## config.mk

```make
export PLATFORM = sky130hd
export DESIGN_NAME = si_queue
export DESIGN_NICKNAME = d
export VERILOG_FILES = /design/src/rtl/si_pkg.sv /design/src/rtl/si_queue.sv
export SDC_FILE = /design/constraint.sdc
export NUM_CORES = 1
export LEC_CHECK = 0
export BUFFER_PORTS_ARGS = -buffer_cell sky130_fd_sc_hd__buf_2
export CELL_PAD_IN_SITES_DETAIL_PLACEMENT = 0
export CELL_PAD_IN_SITES_GLOBAL_PLACEMENT = 2
export CORE_AREA = 2 2 205 207
export DETAILED_ROUTE_END_ITERATION = 12
export DIE_AREA = 0 0 207 209
export PLACE_DENSITY = 0.87
export SETUP_SLACK_MARGIN = 0.2
export SKIP_CTS_REPAIR_TIMING = 1
export SLEW_MARGIN = 20
export SYNTH_ARGS = -nofsm -noshare
export SYNTH_HDL_FRONTEND = slang
export SYNTH_SLANG_ARGS = --single-unit
export TNS_END_PERCENT = 30
```

## constraint.sdc

```tcl
create_clock -name clock -period 6.9 [get_ports clock]
set_input_delay 0 -clock clock [delete_from_list [all_inputs] [get_ports clock]]
set_output_delay 0 -clock clock [all_outputs]
set_load 0.02 [all_outputs]
```

## src/rtl/si_pkg.sv

```systemverilog
// Shared types, widths and helpers for the segment intersection block.
// Used by every module and interface of the block; depends on nothing.
package si_pkg;

   // Coordinate and fixed-point formats.
   localparam int CoordW   = 16;
   localparam int FracBits = 8;
   localparam int OutW     = 24;

   // Derived arithmetic widths.
   localparam int DiffW  = CoordW + 1;             // difference of two coordinates
   localparam int ProdW  = 2 * DiffW;              // product of two differences
   localparam int CrossW = ProdW + 1;              // cross product
   localparam int MagW   = CrossW - 1;             // magnitude of a cross product
   localparam int DenW   = MagW + 1;               // |d1| + |d2|
   localparam int SpanW  = CoordW;                 // magnitude of an endpoint difference
   localparam int LoW    = MagW / 2;               // low slice of the multiplier split
   localparam int HiW    = MagW - LoW;             // high slice of the multiplier split
   localparam int PpW    = SpanW + HiW;            // partial product width
   localparam int NumW   = SpanW + MagW + FracBits;// dividend width
   localparam int QuoW   = CoordW + FracBits;      // quotient magnitude width
   localparam int RemW   = DenW + QuoW;            // divider remainder width
   localparam int SumW   = CoordW + FracBits + 2;  // final point before truncation

   // Queue between the front and back parts.
   localparam int QueueDepth = 4;
   localparam int QueueAw    = $clog2(QueueDepth);

   typedef logic signed [CoordW-1:0] coord_type;
   typedef logic signed [DiffW-1:0]  diff_type;
   typedef logic signed [CrossW-1:0] cross_type;

   // One classified pair handed from the front part to the back part.
   typedef struct packed {
      logic      hit;
      coord_type cx;
      coord_type cy;
      coord_type dx;
      coord_type dy;
      cross_type d1;
      cross_type d2;
   } job_type;

   // Side information that travels beside the divider stages.
   typedef struct packed {
      logic      hit;
      logic      neg_x;
      logic      neg_y;
      coord_type cx;
      coord_type cy;
   } side_type;

   // Signed difference of two coordinates, one bit wider.
   function automatic diff_type coord_diff(input coord_type a, input coord_type b);
      diff_type ea;
      diff_type eb;
      ea = {a[CoordW-1], a};
      eb = {b[CoordW-1], b};
      return ea - eb;
   endfunction

   // Strictly positive test for a cross product.
   function automatic logic is_pos(input cross_type v);
      return !v[CrossW-1] && (v != '0);
   endfunction

endpackage

```

## src/rtl/si_queue.sv

```systemverilog
// Short queue that decouples the classifying front from the arithmetic back.
// Depends on si_pkg for the job type and depth.
module si_queue import si_pkg::*; (
   input  logic    clock,
   input  logic    reset,
   input  logic    push,
   input  job_type push_job,
   input  logic    pop,
   output logic    full,
   output logic    nonempty,
   output job_type head
);

   job_type              mem_ff [QueueDepth];
   logic [QueueAw-1:0]   wr_ff, wr_in, rd_ff, rd_in;
   logic [QueueAw:0]     cnt_ff, cnt_in;

   assign full     = (cnt_ff == (QueueAw+1)'(QueueDepth));
   assign nonempty = (cnt_ff != '0);
   assign head     = mem_ff[rd_ff];

   // Pointer and occupancy update.
   always_comb begin
      wr_in  = push ? wr_ff + 1'b1 : wr_ff;
      rd_in  = pop ? rd_ff + 1'b1 : rd_ff;
      cnt_in = cnt_ff + (QueueAw+1)'(push) - (QueueAw+1)'(pop);
   end

   always_ff @(posedge clock) begin
      if (reset) begin
         wr_ff  <= '0;
         rd_ff  <= '0;
         cnt_ff <= '0;
      end else begin
         wr_ff  <= wr_in;
         rd_ff  <= rd_in;
         cnt_ff <= cnt_in;
      end
   end

   // Entry storage.
   always_ff @(posedge clock) begin
      if (push) begin
         mem_ff[wr_ff] <= push_job;
      end
   end

endmodule

```

==> metrics.log, run 1 <==
INFO  metric vdd_drop_max = 0.249 mV
INFO  metric ys_ff_latch = about 550
INFO  metric mappedNetlistArea = between 0.015 and 0.02 sq mm
INFO  metric p_seq_frac = 0.501
INFO  metric critical_path.slowest_cell = buf_4
INFO  metric flow.area_growth_from_synthesis = 26.4%
INFO  metric path_cells = buf_12, buf_4, mux4_2, buf_2
INFO  metric chipWidth = 207 um
INFO  metric ports_placed_on_the_boundary = approximately 280
INFO  metric critPathArrivalTime = 3130 ps
INFO  metric grt_overflow_total = 0
INFO  metric clock_path_buffers = 3
INFO  metric cap_violations = 0
INFO  metric numCtsBuffers = 54
INFO  metric drc = 0
INFO  metric place_inst = between 1500 and 2000
INFO  metric comb_power_share = 0.106
INFO  metric worst_hold_path_type = input port to register
INFO  metric clock-root-buffer = clkbuf_16
INFO  metric worst_pin_slew = 1060 ps
INFO  metric finalCritPeriodShare = 0.454
INFO  metric grt_antenna_before_repair = 4
INFO  metric wirelength = 38.8 mm
INFO  metric p_leak = 8.57 nW
INFO  metric htreeDepth = 2
INFO  metric startpoint_type = register
INFO  metric clock_insertion_delay_worst_skew = 580 ps
INFO  metric drv_slew = 0
INFO  metric cts_tree = yes
INFO  metric post_synthesis_cell_count = 747
INFO  metric timing.hold.worst.start = push_job[97]
INFO  metric postRouteAntennaNets = 0
INFO  metric hold-path-cell-count = 2
INFO  metric setup.worst_path.end_class = primary output
INFO  metric setup_viol = 0
INFO  metric vias = 9417
INFO  metric vias_in_the_first_global_route = about 9500
INFO  metric die_h = 209 um
INFO  metric regToRegEndpoint = mem_ff[1][79]
INFO  metric detail_route.vias_per_cell = 5.28
INFO  metric netSwitchingPower = 1.70 mW
INFO  metric synth.yosys.seq_area_share = 0.825
INFO  metric result_of_the_run = completed
INFO  metric synth.avg_cell_area = 26.6 sq um
INFO  metric p_per_area = about 300 mW/mm^2
INFO  metric cts.reportedPaths.clkPinSlew = 60 ps
INFO  metric design.die.area = between 0.04 and 0.05 sq mm
INFO  metric grt_setup_unrepaired = no
INFO  metric post-dp-hpwl = approximately 22 mm
INFO  metric clock_sink_count = between 500 and 600
INFO  metric timing.final.hold_violations = 0
INFO  metric grt_first_pass_wirelength = approximately 57 mm
INFO  metric critPathRequiredTime = 6900 ps
INFO  metric global_route.usage.total = 0.174
INFO  metric synth_warnings = 0
INFO  metric cp.buffers_inverters = 3
INFO  metric effective_utilization_at_floorplan = 0.482
INFO  metric timing.reg2reg.setup_slack = 4300 ps
INFO  metric avgRoutedWirePerCell = 21.7 um
INFO  metric p_int = between 6 and 7 mW
INFO  metric final.hold.worst_slack = 166 ps
INFO  metric slew-limit-headroom = 0.293
INFO  metric setup_total_negative_slack = 0 ps
INFO  metric drt_first_pass_iters = 5
INFO  metric fp-row-count = 75
INFO  metric routabilityCongestion = roughly 0.73
INFO  metric power.share.clock = 0.393
INFO  metric floorplan.core_area = 0.0413 sq mm
INFO  metric worstRegToRegCells = 4
INFO  metric worstSetupPathType = register to primary output
INFO  metric clock-skew-final = a little over 7 ps
INFO  metric synthesized_nets = 893
INFO  metric critical_path_peak_fanout = 40
INFO  metric stdcell_count = 1785
INFO  metric port_buffers = roughly 280
INFO  metric switching_share = 0.218
INFO  metric crit_family = buffers and inverters
INFO  metric finish.utilization = 0.609
INFO  metric post_layout_nets = 1345
INFO  metric grt_max_degree = 70
INFO  metric r2r_start = wr_ff[1]
INFO  metric yosysUniqueCellTypes = 22
INFO  metric detailedRoute.firstIterationViolations = 584
INFO  metric critical_path.max_stage_delay = roughly 690 ps
INFO  metric fmax = roughly 320 MHz
INFO  metric timing.hold.worst_endpoint = mem_ff[0][97]
INFO  metric final.fill_count = 2836
INFO  metric final_layout_size_suffix_gt1_frac = 0.413
INFO  metric timing.final.crit_period = ~3100 ps
-- cell type report --
class	instances	area (sq um)	share of cell area
well taps	539	674	0.0268
clock buffers	65	1460	0.0579
multi-input cells	162	3290	0.131
repair buffers	426	2870	0.114
flip-flops and latches	549	16400	0.653
clock inverters	33	409	0.0163
inverters	6	22.5	0.000896
diodes	5	12.5	0.000498
-- layout by cell type (no fill, tap or decap) --
cell type and n:
edfxtp_1 540, buf_2 275, dlygate4sd3_1 138, mux4_2 135, clkbuf_16 57, clkinv_2 14, buf_4 11, bufinv_16 10
clkbuf_1 8, clkinv_1 8, dfxtp_1 7, inv_1 6, ha_1 6, diode_2 5, nor2_1 5, and2_4 4
nor2b_1 2, xnor2_1 2, dfxtp_4 2, or3_1 1, and3_1 1, a21bo_2 1, nand3b_1 1, a21oi_1 1
mux2i_1 1, xor3_1 1, fa_1 1, inv_6 1, buf_12 1, buf_6 1
-- how the worst max path moves through the flow --
stage | slack (ps) | cells past startpoint | endpoint
final | 3770 | 4 | head[115]
after global routing | 3470 | 4 | head[115]
after CTS | 3310 | 3 | head[22]
after detailed placement | 3940 | 3 | head[22]
after global placement | 3950 | 3 | head[22]
after floorplan | 2750 | 3 | mem_ff[0][0]
-- kinds of logic (layout without fill, tap and decap cells) --
kind of cell	count (synthesis)	count (layout)	share of synthesized area
xor gates and xnor gates	3	3	0.00208
DFF	549	549	0.825
and+or+nand+nor	14	14	0.00384
muxes	136	136	0.153
AOI/OAI and AO/OA	2	2	0.000755
adders and majority gates	7	7	0.00478
other	0	5	0
buffers and inverters	36	530	0.0106
-- stage by stage --
| step | setup slack [ps] | power [mW] | cell area (sq um) |
|---|---|---|---|
| final | 3770 | 7.76 | 25100 |
| after global routing | 3470 | 8.02 | 25100 |
| after CTS | 3310 | 7.77 | 23700 |
| after detailed placement | 3940 | 4.73 | 21900 |
| after global placement | 3950 | 4.71 | 21900 |
| after floorplan | 2750 | 4.45 | 19900 |
-- synth_stat cells --
cell        n  share of area
edfxtp_1  540           0.82
mux4_2    135           0.15
buf_2      15         0.0038
dfxtp_1     9         0.0091
buf_6       7         0.0040
clkbuf_1    6         0.0011
ha_1        6         0.0038
inv_1       6         0.0011
nor2_1      5        0.00094
and2_1      4         0.0013
nor2b_1     2        0.00063
xnor2_1     2        0.00088
a21bo_2     1        0.00050
a21oi_1     1        0.00025
and3_1      1        0.00031
buf_1       1        0.00019
buf_4       1        0.00038
fa_1        1         0.0010
mux2i_1     1        0.00050
nand3b_1    1        0.00038
or3_1       1        0.00031
xor3_1      1         0.0012
-- worst reg2reg max path: stages (launching register included) --
cell and delay (ps):
dfxtp_1 340, inv_1 90, ha_1 140, and2_4 720, buf_4 850
-- power groups by stage --
stage | sequential [mW] | combinational, mW | clock, mW
floorplan | 3.95 | 0.507 | 0
global placement | 3.96 | 0.754 | 0
detailed placement | 3.97 | 0.760 | 0
CTS | 3.90 | 0.763 | 3.11
global route | 3.90 | 0.884 | 3.24
finish | 3.89 | 0.824 | 3.05
-- registers in the layout (all words and copies together), names as in the netlist, named ones only --
signal / cells
cnt_ff: 3
mem_ff: 540
rd_ff: 2
wr_ff: 2
-- per-layer routing --
layer  part of all wire  GRT usage
met1               0.41      0.230
met2               0.50      0.273
met3              0.069     0.0558
met4              0.020     0.0631
met5                  0          0
(Power assumes the default switching activity.)
==> run 2: changes to the inputs <==
CORE_AREA = 2 2 224 226   (was 2 2 205 207)
DIE_AREA = 0 0 226 228   (was 0 0 207 209)
PLACE_DENSITY = 0.78   (was 0.87)
clock period = 2.55 ns   (was 6.9 ns; I/O delays follow)
==> metrics.log, run 2 (synthesis gave the netlist of run 1 again) <==
INFO  metric clock-root-buffer = clkbuf_16
INFO  metric avgRoutedWirePerCell = about 20 um
INFO  metric timing.hold.worst.start = push_job[102]
INFO  metric htreeDepth = 2
INFO  metric comb_power_share = 0.116
INFO  metric setup.worst_path.end_class = primary output
INFO  metric grt_overflow_total = 0
INFO  metric post-dp-hpwl = 23.7 mm
INFO  metric cap_violations = 0
INFO  metric p_per_area = 802 mW/mm^2
INFO  metric critical_path.slowest_cell = mux4_2
INFO  metric cp.buffers_inverters = 3
INFO  metric worstSetupPathType = register to primary output
INFO  metric grt_setup_unrepaired = no
INFO  metric largest_register_ffs = 540
INFO  metric final.fill_count = 3840
INFO  metric vias = approximately 9400
INFO  metric worst_hold_path_type = input port to register
INFO  metric postRouteAntennaNets = 0
INFO  metric post_layout_nets = roughly 1400
INFO  metric finalCritPeriodShare = 0.853
INFO  metric die_h = 228 um
INFO  metric clock_sink_count = 549
INFO  metric gr-max-usage-layer = met2
INFO  metric grt_max_degree = 62
INFO  metric vdd_drop_max = 0.501 mV
INFO  metric vias_in_the_first_global_route = between 9000 and 10000
INFO  metric largestRegisters = mem_ff (540), cnt_ff (3)
INFO  metric fp-row-count = slightly above 80
INFO  metric effective_utilization_at_floorplan = 0.403
INFO  metric place_area = 0.0224 sq mm
INFO  metric chipWidth = 226 um
INFO  metric grt_first_pass_wirelength = between 50 and 60 mm
INFO  metric design.die.area = 0.0515 sq mm
INFO  metric clock_insertion_delay_worst_skew = slightly below 600 ps
INFO  metric fmax = 460 MHz
INFO  metric global_route.usage.total = 0.152
INFO  metric port_buffers = 275
INFO  metric ports_placed_on_the_boundary = 276
INFO  metric layout_common_cells = 540 x edfxtp_1, 275 x buf_2, 138 x dlygate4sd3_1
INFO  metric critPathRequiredTime = 2550 ps
INFO  metric final_common_cell = edfxtp_1
INFO  metric place_inst = 1697
INFO  metric detailedRoute.firstIterationViolations = 513
INFO  metric timing.reg2reg.setup_slack = 820 ps
INFO  metric p_seq_frac = 0.511
INFO  metric drc = 0
INFO  metric r2r_start = wr_ff[0]
INFO  metric timing.final.hold_violations = 0
INFO  metric grt_util_met2 = 0.245
INFO  metric worst_pin_slew = around 500 ps
INFO  metric p_int = 15.9 mW
INFO  metric critical_path.max_stage_delay = around 530 ps
INFO  metric switching_share = 0.224
INFO  metric path_cells = buf_4, buf_12, mux4_2, buf_2
INFO  metric slew-limit-headroom = 0.673
INFO  metric top_register = mem_ff
INFO  metric stdcell_count = 1943
INFO  metric routabilityCongestion = 0.710
INFO  metric detailedPlace.worstSlack = about 750 ps
INFO  metric postLayoutSetupSlackWorst = between 300 and 400 ps
INFO  metric critPathArrivalTime = 2170 ps
INFO  metric drt_first_pass_iters = 6
INFO  metric grtUsageMet1 = 0.197
INFO  metric result_of_the_run = completed
INFO  metric numCtsBuffers = 55
INFO  metric crit_family = buffers and inverters
INFO  metric timing.final.crit_period = 2170 ps
INFO  metric power.share.clock = 0.373
INFO  metric clock_path_buffers = 3
INFO  metric netSwitchingPower = 4.59 mW
INFO  metric cts.reportedPaths.clkPinSlew = 60 ps
INFO  metric postLayoutCellArea = 0.0256 sq mm
INFO  metric power = approximately 20 mW
INFO  metric p_leak = 8.67 nW
INFO  metric worstRegToRegCells = 3
INFO  metric regToRegEndpoint = mem_ff[3][130]
INFO  metric floorplan.core_area = 0.0493 sq mm
INFO  metric worst_setup_path_endpoint = head[89]
INFO  metric setup_total_negative_slack = 0 ps
INFO  metric drv_slew = 0
INFO  metric critical_path_depth = 4
INFO  metric final_layout_size_suffix_gt1_frac = 0.418
INFO  metric grt_util_met3 = 0.0554
INFO  metric detail_route.vias_per_cell = 4.84
INFO  metric cts_tree = yes
INFO  metric critical_path_peak_fanout = 23
INFO  metric clock-skew-final = 11.2 ps
INFO  metric flow.area_growth_from_synthesis = 28.5%
INFO  metric setup_viol = 0
INFO  metric grt_antenna_before_repair = 5
INFO  metric wirelength = 39.4 mm
INFO  metric startpoint_type = register
## run 2: cell types whose count changed in the layout (fill, tap and decap cells not counted), sizes merged
cell / previous run / this run
diode: 5 / 4
bufinv: 10 / 4
clkinvlp: 0 / 3
buf: 288 / 315
clkinv: 22 / 19
clkbuf: 65 / 70
## run 2: cell type report
cell class / instances / area, sq um / share of cell area
repair buffers: 453 / 3280 / 0.128
well taps: 672 / 841 / 0.0329
clock buffers: 70 / 1480 / 0.0577
flip-flops and latches: 549 / 16400 / 0.642
clock inverters: 27 / 236 / 0.00925
inverters: 6 / 22.5 / 0.000881
diodes: 4 / 10.0 / 0.000392
multi-input cells: 162 / 3290 / 0.129
## run 2: worst min path at each step
| stage | depth (start not counted) | to | slack, ps |
|---|---|---|---|
| after floorplan | 1 | cnt_ff[0] | 70 |
| after global placement | 1 | mem_ff[0][58] | 210 |
| after detailed placement | 1 | mem_ff[0][75] | 210 |
| after CTS | 1 | mem_ff[2][107] | -430 |
| after global routing | 2 | mem_ff[3][102] | 140 |
| final | 2 | mem_ff[3][102] | 160 |
## run 2: per-stage QoR
step,utilization,hold WS [ps]
6_report,0.518,163
5_1_grt,0.518,137
4_1_cts,0.488,-426
3_5_place_dp,0.454,214
3_3_place_gp,0.454,208
2_1_floorplan,-,71.6
## run 2: power groups by stage
stage | clock network (mW) | logic [mW] | registers [mW]
2_1_floorplan | 0 | 1.38 | 10.6
3_3_place_gp | 0 | 2.20 | 10.7
3_5_place_dp | 0 | 2.22 | 10.7
4_1_cts | 7.87 | 2.22 | 10.5
5_1_grt | 8.20 | 2.57 | 10.5
6_report | 7.63 | 2.38 | 10.5
## run 2: worst register-to-register path: cells and delay by family, from the launching register on
family	cells	cell delay, ps
adder cells (fa/ha/maj)	1	170
buffers and inverters	1	350
flip-flops	1	390
AND/OR/NAND/NOR	1	360
## run 2: per-layer routing
metal  part of all wire  wire (um)  vias to the layer above
li1                   -          -                     4199
met1               0.42      16400                     4888
met2               0.49      19300                      256
met3              0.074       2900                       64
met4              0.019        751                        4
met5            0.00074         29                        -
==> run 3: changes to the inputs <==
clock period = 2 ns   (was 2.55 ns; I/O delays follow)
==> metrics.log, run 3 (synthesis gave the netlist of run 1 again) <==
INFO  metric largest_register_ffs = 540
INFO  metric clock_path_buffers = 3
INFO  metric avgRoutedWirePerCell = 21.0 um
INFO  metric routabilityCongestion = 0.712
INFO  metric fmax = 479 MHz
INFO  metric grt_setup_unrepaired = yes
INFO  metric largestRegisters = mem_ff (540), cnt_ff (3)
INFO  metric violations = negative setup slack
INFO  metric wirelength = 41.1 mm
INFO  metric vdd_drop_max = 0.942 mV
INFO  metric timing.reg2reg.setup_slack = approximately 370 ps
INFO  metric postLayoutCellArea = 0.0262 sq mm
INFO  metric ports_placed_on_the_boundary = 276
INFO  metric finalCritPeriodShare = 1.04
INFO  metric critPathRequiredTime = 2000 ps
INFO  metric setup_viol = 117
INFO  metric cts_tree = yes
INFO  metric drv_slew = 0
INFO  metric clock-root-buffer = clkbuf_16
INFO  metric layout_common_cells = 540 x edfxtp_1, 253 x buf_2, 139 x dlygate4sd3_1
INFO  metric clock-skew-final = roughly 13 ps
INFO  metric numCtsBuffers = 54
INFO  metric p_per_area = 1020 mW/mm^2
INFO  metric regToRegEndpoint = cnt_ff[2]
INFO  metric final_common_cell = edfxtp_1
INFO  metric cap_violations = 0
INFO  metric startpoint_type = register
INFO  metric path_cells = buf_6, clkbuf_16, buf_4, mux4_2, buf_6
INFO  metric detailedRoute.firstIterationViolations = 533
INFO  metric setup_total_negative_slack = -5420 ps
INFO  metric setup.worst_path.end_class = primary output
INFO  metric timing.final.hold_violations = 0
INFO  metric fp-row-count = approximately 80
INFO  metric antenna_cells_inserted = 0
INFO  metric grt_antenna_before_repair = 2
INFO  metric cp.buffers_inverters = 4
INFO  metric vias_in_the_first_global_route = about 9500
INFO  metric final_layout_size_suffix_gt1_frac = 0.434
INFO  metric port_buffers = 275
INFO  metric flow.area_growth_from_synthesis = 31.7%
INFO  metric final.fill_count = approximately 3800
INFO  metric p_leak = about 9 nW
INFO  metric critPathArrivalTime = about 2100 ps
INFO  metric htreeDepth = 2
INFO  metric global_route.usage.total = 0.149
INFO  metric postRouteAntennaNets = 0
INFO  metric effective_utilization_at_floorplan = 0.403
INFO  metric design.die.area = just over 0.05 sq mm
INFO  metric top_register = mem_ff
INFO  metric floorplan.core_area = ~0.05 sq mm
INFO  metric worstRegToRegCells = 7
INFO  metric chipWidth = 226 um
INFO  metric post-dp-hpwl = 22.5 mm
INFO  metric grt_first_pass_wirelength = 57.2 mm
INFO  metric critical-path-top-cell-by-count = buf_6
INFO  metric worstSetupPathType = register to primary output
INFO  metric critical_path.max_stage_delay = 530 ps
INFO  metric slew-limit-headroom = 0.586
INFO  metric detail_route.vias_per_cell = 4.94
INFO  metric timing.final.crit_period = 2090 ps
INFO  metric r2r_start = cnt_ff[0]
INFO  metric hold-path-cell-count = 2
INFO  metric postLayoutSetupSlackWorst = -87.0 ps
INFO  metric drt_first_pass_iters = 4
INFO  metric clock_sink_count = 549
INFO  metric drc = 0
INFO  metric post_layout_nets = 1393
INFO  metric vias = slightly below 10000
INFO  metric power = between 20 and 30 mW
INFO  metric worst_pin_slew = 620 ps
INFO  metric timing.hold.worst_endpoint = mem_ff[3][65]
INFO  metric crit_family = buffers and inverters
INFO  metric grt_overflow_total = 0
INFO  metric cts.reportedPaths.clkPinSlew = 60 ps
INFO  metric place_area = 0.0224 sq mm
INFO  metric worst_hold_path_type = input port to register
INFO  metric critical_path.slowest_cell = mux4_2
INFO  metric timing.hold.worst.start = push_job[65]
INFO  metric result_of_the_run = finished with violations
INFO  metric die_h = about 230 um
INFO  metric critical_path_peak_fanout = 8
INFO  metric grt_max_degree = 75
INFO  metric clock_insertion_delay_worst_skew = a little under 600 ps
==> run 3: cell types whose count changed in the layout (fill, tap and decap cells not counted), sizes merged <==
cell,before,now
clkinv,19,22
dlygate4sd3,138,139
clkbuf,70,69
buf,315,328
diode,4,0
clkinvlp,3,4
bufinv,4,8
==> run 3: layout make-up <==
cell class	count	area, sq um	area share
Multi-Input combinational cell	162	3290	0.126
Clock inverter	35	374	0.0143
Sequential cell	549	16400	0.626
Timing Repair Buffer	474	3860	0.147
Inverter	6	22.5	0.000860
Tap cell	672	841	0.0321
Clock buffer	62	1400	0.0536
==> run 3: worst register-to-register path, cell delays in order (launching register included) <==
cell and delay, ps:
dfxtp_1 320, inv_1 50, ha_1 270, inv_1 40, ha_1 190, fa_1 400, xor3_1 210, nor2_1 40
==> run 3: routing by layer <==
metal	global-route usage	vias up	wire length [um]
li1	-	4239	-
met3	0.0393	63	2250
met4	0.0482	4	845
met1	0.198	5104	17600
met5	0	-	22
met2	0.242	277	20500
==> run 3: worst max-delay path by stage <==
stage          startpoint            to  cells past startpoint
3_3_place_gp    cnt_ff[0]     cnt_ff[2]                      7
2_1_floorplan    wr_ff[0]  mem_ff[2][0]                      3
3_5_place_dp    cnt_ff[0]     cnt_ff[2]                      7
5_1_grt          register     head[105]                      4
6_report         register      head[25]                      5
4_1_cts          register     head[104]                      3
==> run 3: metrics by stage <==
stage / worst slack (ps) / utilization / hold WS [ps] / instances
floorplan: 91.1 / - / 65.0 / 747
global placement: 388 / 0.454 / 210 / 1691
detailed placement: 377 / 0.454 / 217 / 1691
CTS: -248 / 0.490 / -418 / 1788
global route: -163 / 0.531 / 149 / 1960
finish: -87.0 / 0.531 / 163 / 1960
==> run 3: power by group <==
group          internal [mW]  switching (mW)  total, mW
Clock                   6.03            4.08       10.1
Combinational           1.59            1.77       3.36
Sequential              13.2           0.129       13.4
Total                   20.8            5.99       26.8
